## src/sra_pkg.sv

```systemverilog
// ----------------------------------------------------------------------------
// sra_pkg: shared types and constants for the sequenced receive acceptor
// Message kind codes and the fixed field widths of a message header.
// ----------------------------------------------------------------------------
package sra_pkg;

    localparam int SEQ_W  = 10;
    localparam int HASH_W = 64;
    localparam int STAMP_W = 64;

    typedef enum logic [1:0] {
        KIND_DATA   = 2'd0,
        KIND_SYNC   = 2'd1,
        KIND_BAD    = 2'd2,
        KIND_STATUS = 2'd3
    } msg_kind_t;

    typedef logic [SEQ_W-1:0]   seq_t;
    typedef logic [HASH_W-1:0]  hash_t;
    typedef logic [STAMP_W-1:0] stamp_t;

endpackage

```

## src/sequenced_receive_acceptor.sv

```systemverilog
// ----------------------------------------------------------------------------
// sequenced_receive_acceptor: receive-side decision for a sequenced link
// Takes one received message header per beat and returns one decision:
// deliver, ack, bad-request reply or SYN request, with the echoed fields.
// ----------------------------------------------------------------------------
//
//  channel | direction | handshake        | payload
//  --------+-----------+------------------+-----------------------------------
//  in      | sink      | in_valid/in_stall| msg_kind seq_num kill_present
//          |           |                  | kill_seq hash_present msg_hash
//          |           |                  | stamp sync_pending
//  out     | source    | out_valid/       | deliver send_ack send_bad_request
//          |           | out_stall        | request_sync reply_seq reply_hash
//          |           |                  | reply_stamp
//
// One beat enters per cycle while in_stall is low; each decision leaves
// through the header register, then the result register. The link state is
// updated in the same cycle the header moves into the result register, so
// back-to-back beats always see the state left by the one before.
// Reset clears the link state and both valid flags; nothing else waits.
// A stall on the output holds the result register and then the header
// register; in_stall rises only when both are full.
// ----------------------------------------------------------------------------
module sequenced_receive_acceptor
    import sra_pkg::*;
#(
    parameter int SEQ_MODULO = 1024
)
(
    input  logic      clk,
    input  logic      rst_n,

    input  logic      in_valid,
    output logic      in_stall,
    input  logic [1:0] msg_kind,
    input  seq_t      seq_num,
    input  logic      kill_present,
    input  seq_t      kill_seq,
    input  logic      hash_present,
    input  hash_t     msg_hash,
    input  stamp_t    stamp,
    input  logic      sync_pending,

    output logic      out_valid,
    input  logic      out_stall,
    output logic      deliver,
    output logic      send_ack,
    output logic      send_bad_request,
    output logic      request_sync,
    output seq_t      reply_seq,
    output hash_t     reply_hash,
    output stamp_t    reply_stamp
);

    // Constant reduction of (seq + 1) mod SEQ_MODULO: reciprocal estimate of
    // the quotient in the header stage, one correcting subtract after.
    localparam int         RECIP_SHIFT = 22;
    localparam int         RECIP_W     = 22;
    localparam int         MOD_W       = 17;
    localparam int         V_W         = SEQ_W + 1;
    localparam int         PROD_W      = V_W + RECIP_W;
    localparam int         REM_W       = V_W + MOD_W;
    localparam logic [RECIP_W-1:0] RECIP = RECIP_W'((1 << RECIP_SHIFT) / SEQ_MODULO);
    localparam logic [MOD_W-1:0]   MOD_C = MOD_W'(SEQ_MODULO);
    localparam seq_t       SEQ_ALL_ONES = '1;

    // ---------------------------------------------------------------- handshake
    logic   hdr_valid_reg, hdr_valid_next;
    logic   res_valid_reg, res_valid_next;
    logic   in_take;
    logic   hdr_fire;

    assign hdr_fire = hdr_valid_reg && (!res_valid_reg || !out_stall);
    assign in_stall = hdr_valid_reg && !hdr_fire;
    assign in_take  = in_valid && !in_stall;
    assign out_valid = res_valid_reg;

    always_comb
    begin
        hdr_valid_next = hdr_valid_reg;
        if (in_take)
        begin
            hdr_valid_next = 1'b1;
        end
        else if (hdr_fire)
        begin
            hdr_valid_next = 1'b0;
        end

        res_valid_next = res_valid_reg;
        if (hdr_fire)
        begin
            res_valid_next = 1'b1;
        end
        else if (!out_stall)
        begin
            res_valid_next = 1'b0;
        end
    end

    always_ff @(posedge clk or negedge rst_n)
    begin
        if (!rst_n)
        begin
            hdr_valid_reg <= 1'b0;
            res_valid_reg <= 1'b0;
        end
        else
        begin
            hdr_valid_reg <= hdr_valid_next;
            res_valid_reg <= res_valid_next;
        end
    end

    // ---------------------------------------------------------- header register
    msg_kind_t          kind_reg;
    seq_t               seq_reg;
    logic               has_kill_reg;
    seq_t               kill_reg;
    hash_t              hash_reg;
    stamp_t             stamp_reg;
    logic               sync_pending_reg;
    logic [V_W-1:0]     quot_reg;
    // Whether the data message carried a hash; data without one is dropped.
    logic               hash_present_reg;

    logic [V_W-1:0]     in_inc;
    logic [PROD_W-1:0]  in_prod;

    assign in_inc  = V_W'(seq_num) + V_W'(1);
    assign in_prod = PROD_W'(in_inc) * PROD_W'(RECIP);

    // Hash reads as zero when the message carries none.
    always_ff @(posedge clk)
    begin
        if (in_take)
        begin
            kind_reg         <= msg_kind_t'(msg_kind);
            seq_reg          <= seq_num;
            has_kill_reg     <= kill_present;
            kill_reg         <= kill_seq;
            hash_reg         <= hash_present ? msg_hash : '0;
            stamp_reg        <= stamp;
            sync_pending_reg <= sync_pending;
            quot_reg         <= in_prod[RECIP_SHIFT +: V_W];
            hash_present_reg <= hash_present;
        end
    end

    // --------------------------------------------------------------- link state
    seq_t    expected_seq_reg,  expected_seq_next;
    logic    in_synced_reg,     in_synced_next;
    stamp_t  sync_stamp_reg,    sync_stamp_next;
    logic    sync_stamp_ok_reg, sync_stamp_ok_next;
    seq_t    resync_count_reg,  resync_count_next;
    seq_t    resync_mod_reg,    resync_mod_next;
    hash_t   bad_hash_reg,      bad_hash_next;
    logic    bad_hash_ok_reg,   bad_hash_ok_next;

    // Next sequence after the received one, reduced by the modulus.
    logic [V_W-1:0]    hdr_inc;
    logic [REM_W-1:0]  rem_raw;
    logic [REM_W-1:0]  rem_fix;
    seq_t              seq_after_msg;

    // Next sequence after the expected one; expected stays below the modulus.
    logic [MOD_W-1:0]  exp_inc;
    seq_t              seq_after_exp;

    logic [MOD_W-1:0]  resync_mod_inc;

    assign hdr_inc       = V_W'(seq_reg) + V_W'(1);
    assign rem_raw       = REM_W'(hdr_inc) - (REM_W'(quot_reg) * REM_W'(MOD_C));
    assign rem_fix       = (rem_raw >= REM_W'(MOD_C)) ? (rem_raw - REM_W'(MOD_C)) : rem_raw;
    assign seq_after_msg = rem_fix[SEQ_W-1:0];

    assign exp_inc       = MOD_W'(expected_seq_reg) + MOD_W'(1);
    assign seq_after_exp = (exp_inc == MOD_C) ? '0 : exp_inc[SEQ_W-1:0];

    assign resync_mod_inc = MOD_W'(resync_mod_reg) + MOD_W'(1);

    logic    res_deliver, res_ack, res_bad, res_req;
    seq_t    res_seq;
    hash_t   res_hash;
    stamp_t  res_stamp;

    always_comb
    begin
        expected_seq_next  = expected_seq_reg;
        in_synced_next     = in_synced_reg;
        sync_stamp_next    = sync_stamp_reg;
        sync_stamp_ok_next = sync_stamp_ok_reg;
        resync_count_next  = resync_count_reg;
        resync_mod_next    = resync_mod_reg;
        bad_hash_next      = bad_hash_reg;
        bad_hash_ok_next   = bad_hash_ok_reg;

        res_deliver = 1'b0;
        res_ack     = 1'b0;
        res_bad     = 1'b0;
        res_req     = 1'b0;
        res_seq     = '0;
        res_hash    = '0;
        res_stamp   = '0;

        case (kind_reg)
            KIND_BAD:
            begin
                // Drop while a SYN is already queued; repeat hashes ask once.
                if (!sync_pending_reg && (!bad_hash_ok_reg || bad_hash_reg != hash_reg))
                begin
                    bad_hash_next    = hash_reg;
                    bad_hash_ok_next = 1'b1;
                    res_req          = 1'b1;
                end
            end
            KIND_SYNC:
            begin
                // A sync whose stamp matches the last one is a duplicate.
                if (!(sync_stamp_ok_reg && sync_stamp_reg == stamp_reg))
                begin
                    expected_seq_next  = seq_after_msg;
                    sync_stamp_next    = stamp_reg;
                    sync_stamp_ok_next = 1'b1;
                    resync_count_next  = resync_count_reg + seq_t'(1);
                    if (resync_count_reg == SEQ_ALL_ONES || resync_mod_inc == MOD_C)
                    begin
                        resync_mod_next = '0;
                    end
                    else
                    begin
                        resync_mod_next = resync_mod_inc[SEQ_W-1:0];
                    end
                    in_synced_next     = 1'b1;
                    res_ack            = 1'b1;
                end
            end
            default:
            begin
                if (!in_synced_reg)
                begin
                    res_bad  = 1'b1;
                    res_seq  = resync_mod_reg;
                    res_hash = hash_reg;
                end
                else if (kind_reg == KIND_DATA && hash_present_reg)
                begin
                    if (seq_reg == expected_seq_reg)
                    begin
                        expected_seq_next = seq_after_exp;
                        res_deliver       = 1'b1;
                    end
                    else if (has_kill_reg && kill_reg < expected_seq_reg
                             && seq_reg > expected_seq_reg)
                    begin
                        // Sender gave up on the gap: skip past it.
                        expected_seq_next = seq_after_msg;
                        res_deliver       = 1'b1;
                    end
                    res_ack = 1'b1;
                end
            end
        endcase

        if (res_ack)
        begin
            res_seq   = seq_reg;
            res_hash  = hash_reg;
            res_stamp = stamp_reg;
        end
    end

    always_ff @(posedge clk or negedge rst_n)
    begin
        if (!rst_n)
        begin
            expected_seq_reg  <= '0;
            in_synced_reg     <= 1'b0;
            sync_stamp_reg    <= '0;
            sync_stamp_ok_reg <= 1'b0;
            resync_count_reg  <= '0;
            resync_mod_reg    <= '0;
            bad_hash_reg      <= '0;
            bad_hash_ok_reg   <= 1'b0;
        end
        else if (hdr_fire)
        begin
            expected_seq_reg  <= expected_seq_next;
            in_synced_reg     <= in_synced_next;
            sync_stamp_reg    <= sync_stamp_next;
            sync_stamp_ok_reg <= sync_stamp_ok_next;
            resync_count_reg  <= resync_count_next;
            resync_mod_reg    <= resync_mod_next;
            bad_hash_reg      <= bad_hash_next;
            bad_hash_ok_reg   <= bad_hash_ok_next;
        end
    end

    // ---------------------------------------------------------- result register
    always_ff @(posedge clk)
    begin
        if (hdr_fire)
        begin
            deliver          <= res_deliver;
            send_ack         <= res_ack;
            send_bad_request <= res_bad;
            request_sync     <= res_req;
            reply_seq        <= res_seq;
            reply_hash       <= res_hash;
            reply_stamp      <= res_stamp;
        end
    end

endmodule
```

## config.mk

```make
export PLATFORM = sky130hd
export DESIGN_NAME = sequenced_receive_acceptor
export DESIGN_NICKNAME = d
export VERILOG_FILES = /design/src/sra_pkg.sv /design/src/sequenced_receive_acceptor.sv
export SDC_FILE = /design/constraint.sdc
export NUM_CORES = 1
export LEC_CHECK = 0
export ABC_AREA = 1
export BUFFER_PORTS_ARGS = -buffer_cell sky130_fd_sc_hd__buf_2
export CORE_AREA = 4 4 158 274
export CTS_CLUSTER_DIAMETER = 50
export DETAILED_ROUTE_END_ITERATION = 16
export DIE_AREA = 0 0 162 278
export PLACE_DENSITY_LB_ADDON = 0.3
export SLEW_MARGIN = 20
export SYNTH_ARGS = -nofsm -noshare
export SYNTH_HDL_FRONTEND = slang
export SYNTH_SLANG_ARGS = --single-unit
```

## constraint.sdc

```tcl
create_clock -name clk -period 4.95 [get_ports clk]
set_input_delay 0.7425 -clock clk [delete_from_list [all_inputs] [get_ports clk]]
set_output_delay 0.7425 -clock clk [all_outputs]
set_load 0.1 [all_outputs]
```

==> flow_metrics.tcl <==
set metrics [dict create \
    drc 0 \
    cp_num_buf_inv 3 \
    power.density_nw_per_um2 468 \
    synth-seq-cells 457 \
    fin_skew_ns 0.0268 \
    dr.pass1.iters 7 \
    post_cts_resized 0 \
    holdCritPathClass "input port to asynchronous set/reset pin" \
    wl_per_cell_um 16.1 \
    crit_arrival_ns 3.81 \
    wl_um 50700 \
    finalSetupTns_ns 0 \
    drtIter0Drc 1148 \
    rows 98 \
    drtAntennaViolNets 0 \
    clk_pin_slew_ns 0.06 \
    cts_buffers 45 \
    slew-limit-headroom_pct 28.7 \
    avgSynthCellArea_um2 9.24 \
    critical_path.top_delay_family "simple AND/OR/NAND/NOR gates" \
    slowest_stage "inv_2" \
    report.final.slew_viol_count 0 \
    synth_warnings 0 \
    place_congestion 0.869 \
    vias_per_cell 5.10 \
    grt_usage_pct 22.2 \
    syn_nets 2482 \
    ioPinCount 301 \
    clkLatencyLatePin_ns 0.58 \
    yosys.area.top_type "edfxtp_1" \
    hold_buffers 0 \
    cp-start-kind "register" \
    hold_viol 0 \
    async_reset_ff_share_pct 35.4 \
    irDropWorstVdd_mv 0.317 \
    ys_types 32 \
    start_util_pct 51.7 \
    setup_violations 0 \
    worstMarginPinSlew_ns 1.07 \
    synth_cells 2290 \
    vias 16100 \
    period_share_pct 70.6 \
    die-width_um 162 \
    synth_flop_cell "edfxtp_1" \
    cts_num_sinks 457 \
    cap_violations 0 \
    reg2reg_from "stamp_reg[28]$_DFFE_PP_" \
    fin_crit_ns 3.50 \
    r2r-end "reply_stamp[54]$_SDFFCE_PN0P_" \
    crit_type "register to register" \
    root_buffer "clkbuf_16" \
    critPathRequiredTime_ns 5.27 \
    grt_pass1_vias 16200 \
    nNetsFinal 2758 \
    max_freq_mhz 286 \
    postCtsSetupBuffers 0 \
    cpMostUsedCell "nand2_1" \
    cts_tree "built" \
    endpoint_kind "register" \
    slowest_delay_ns 0.77 \
    syn-cell-area_um2 21200 \
    cts_buffer_depth 3 \
    power_leakage_nw 12.0 \
    htree_levels 2 \
    syn_to_final_growth_pct 16.0 \
    finalPower_w 0.0115 \
    synth.area.top_cells "edfxtp_1 42%, dfrtp_1 19%, nand2_1 15%" \
    crit_chain "inv_1 > nand2_1 > nand2_1 > nor2_1 > nand2_1 > nor2_1 > nand2_1 > nor2_1 > nand2_1 > nand3_1 > nand2_4 > inv_2 > buf_4 > nor2_1" \
    grt_overflow 0 \
    drive_above_1_share_pct 16.0 \
    synth-edff-count 295 \
    outcome "finished clean" \
    core_um2 41000 \
    rsz0062_at_grt "no" \
    antenna_found_initial 8 \
    die_h_um 278 \
    cp_max_fo 76 \
    grt_max_degree 176 \
    reg2reg_depth 14 \
    seq_area_frac_synth_pct 61.0 \
    reg2reg_slack_ns 1.45 \
    dpl.hpwl_um 34400 \
    die-area_um2 45000 \
    port_buffers 300 \
    grt_pass1_wl_um 81000 \
    synth_top_area_share_pct 41.9 \
]
## cell families after synthesis
logic type	after synthesis	synth area share (%)
flops	457	61.0
compound gates	126	3.10
xor+xnor	67	2.77
fa+ha+maj	35	2.07
buf+inv	366	7.19
simple gates	1239	23.9
## worst reg2reg max path, delay by kind of cell (launching register included)
family        cells  cell delay (ns)
simple gates     11             1.66
buf+inv           3             1.21
flops             1             0.35
## worst max path at each step
stage | endpoint | startpoint | slack [ns] | cells after the start
5_1_grt | reply_stamp[54]$_SDFFCE_PN0P_ | stamp_reg[28]$_DFFE_PP_ | 1.11 | 14
2_1_floorplan | has_kill_reg$_DFFE_PP_ | out_valid$_DFFE_PN0P_ | 0.03 | 5
3_3_place_gp | reply_stamp[54]$_SDFFCE_PN0P_ | stamp_reg[29]$_DFFE_PP_ | 1.50 | 13
6_report | reply_stamp[54]$_SDFFCE_PN0P_ | stamp_reg[28]$_DFFE_PP_ | 1.45 | 14
4_1_cts | reply_stamp[54]$_SDFFCE_PN0P_ | stamp_reg[28]$_DFFE_PP_ | 1.40 | 14
3_5_place_dp | reply_stamp[54]$_SDFFCE_PN0P_ | stamp_reg[28]$_DFFE_PP_ | 1.42 | 14
## cell type report
| cell class | instances | area [um2] |
|---|---|---|
| Clock inverter | 24 | 201 |
| Sequential cell | 457 | 12900 |
| Antenna cell | 5 | 12.5 |
| Tap cell | 550 | 688 |
| Fill cell | 3550 | 16400 |
| Inverter | 282 | 1060 |
| Multi-Input combinational cell | 1467 | 6770 |
| Clock buffer | 60 | 1240 |
| Timing Repair Buffer | 313 | 1660 |
## synth_stat cells, types with 3 or more instances
cell type and number:
a21oi_1 18, buf_1 4, buf_2 23, buf_4 10, buf_6 11, clkbuf_1 36, dfrtp_1 162, edfxtp_1 295
ha_1 35, inv_1 263, inv_2 19, nand2_1 828, nand3_1 111, nand3b_1 3, nand4_1 79, nor2_1 195
nor3_1 12, o211ai_1 3, o21ai_0 43, o21ai_1 53, o22ai_1 4, or2_2 8, xnor2_1 31, xor2_1 36
## power breakdown
group	internal (W)	leakage (nW)	total (W)	switching (W)
clock	0.00189	0.710	0.00337	0.00148
sequential	0.00477	4.95	0.00523	0.000460
combinational	0.000769	6.35	0.00290	0.00213
## cells in the final DEF, fill, tap and decap left out, drive strengths merged, types with 36 or more instances in the layout
cell type,instances
buf,313
clkbuf,60
dfrtp,162
edfxtp,295
inv,284
nand2,829
nand3,112
nand4,79
nor2,195
o21ai,96
xor2,36
## stage by stage
| stage | worst slack, ns | instance area, um2 | instances | utilization, % | hold slack, ns |
|---|---|---|---|---|---|
| floorplan | 0.0269 | 21200 | 2290 | - | 0.421 |
| global placement | 1.50 | 23100 | 3069 | 56.4 | 0.434 |
| detailed placement | 1.42 | 23100 | 3069 | 56.4 | 0.440 |
| CTS | 1.40 | 24500 | 3153 | 59.9 | 0.158 |
| global route | 1.11 | 24500 | 3155 | 59.9 | 0.181 |
| finish | 1.45 | 24500 | 3158 | 59.9 | 0.131 |
## layer usage
layer | vias to the layer above | global-route usage (%) | part of all wire (%)
li1 | 7904 | - | -
met1 | 7580 | 26.1 | 38
met2 | 482 | 39.9 | 52
met3 | 121 | 3.62 | 5.6
met4 | 8 | 9.53 | 4.0
met5 | - | 0 | 0.089
Note: power is estimated with default switching activity, not from simulation.
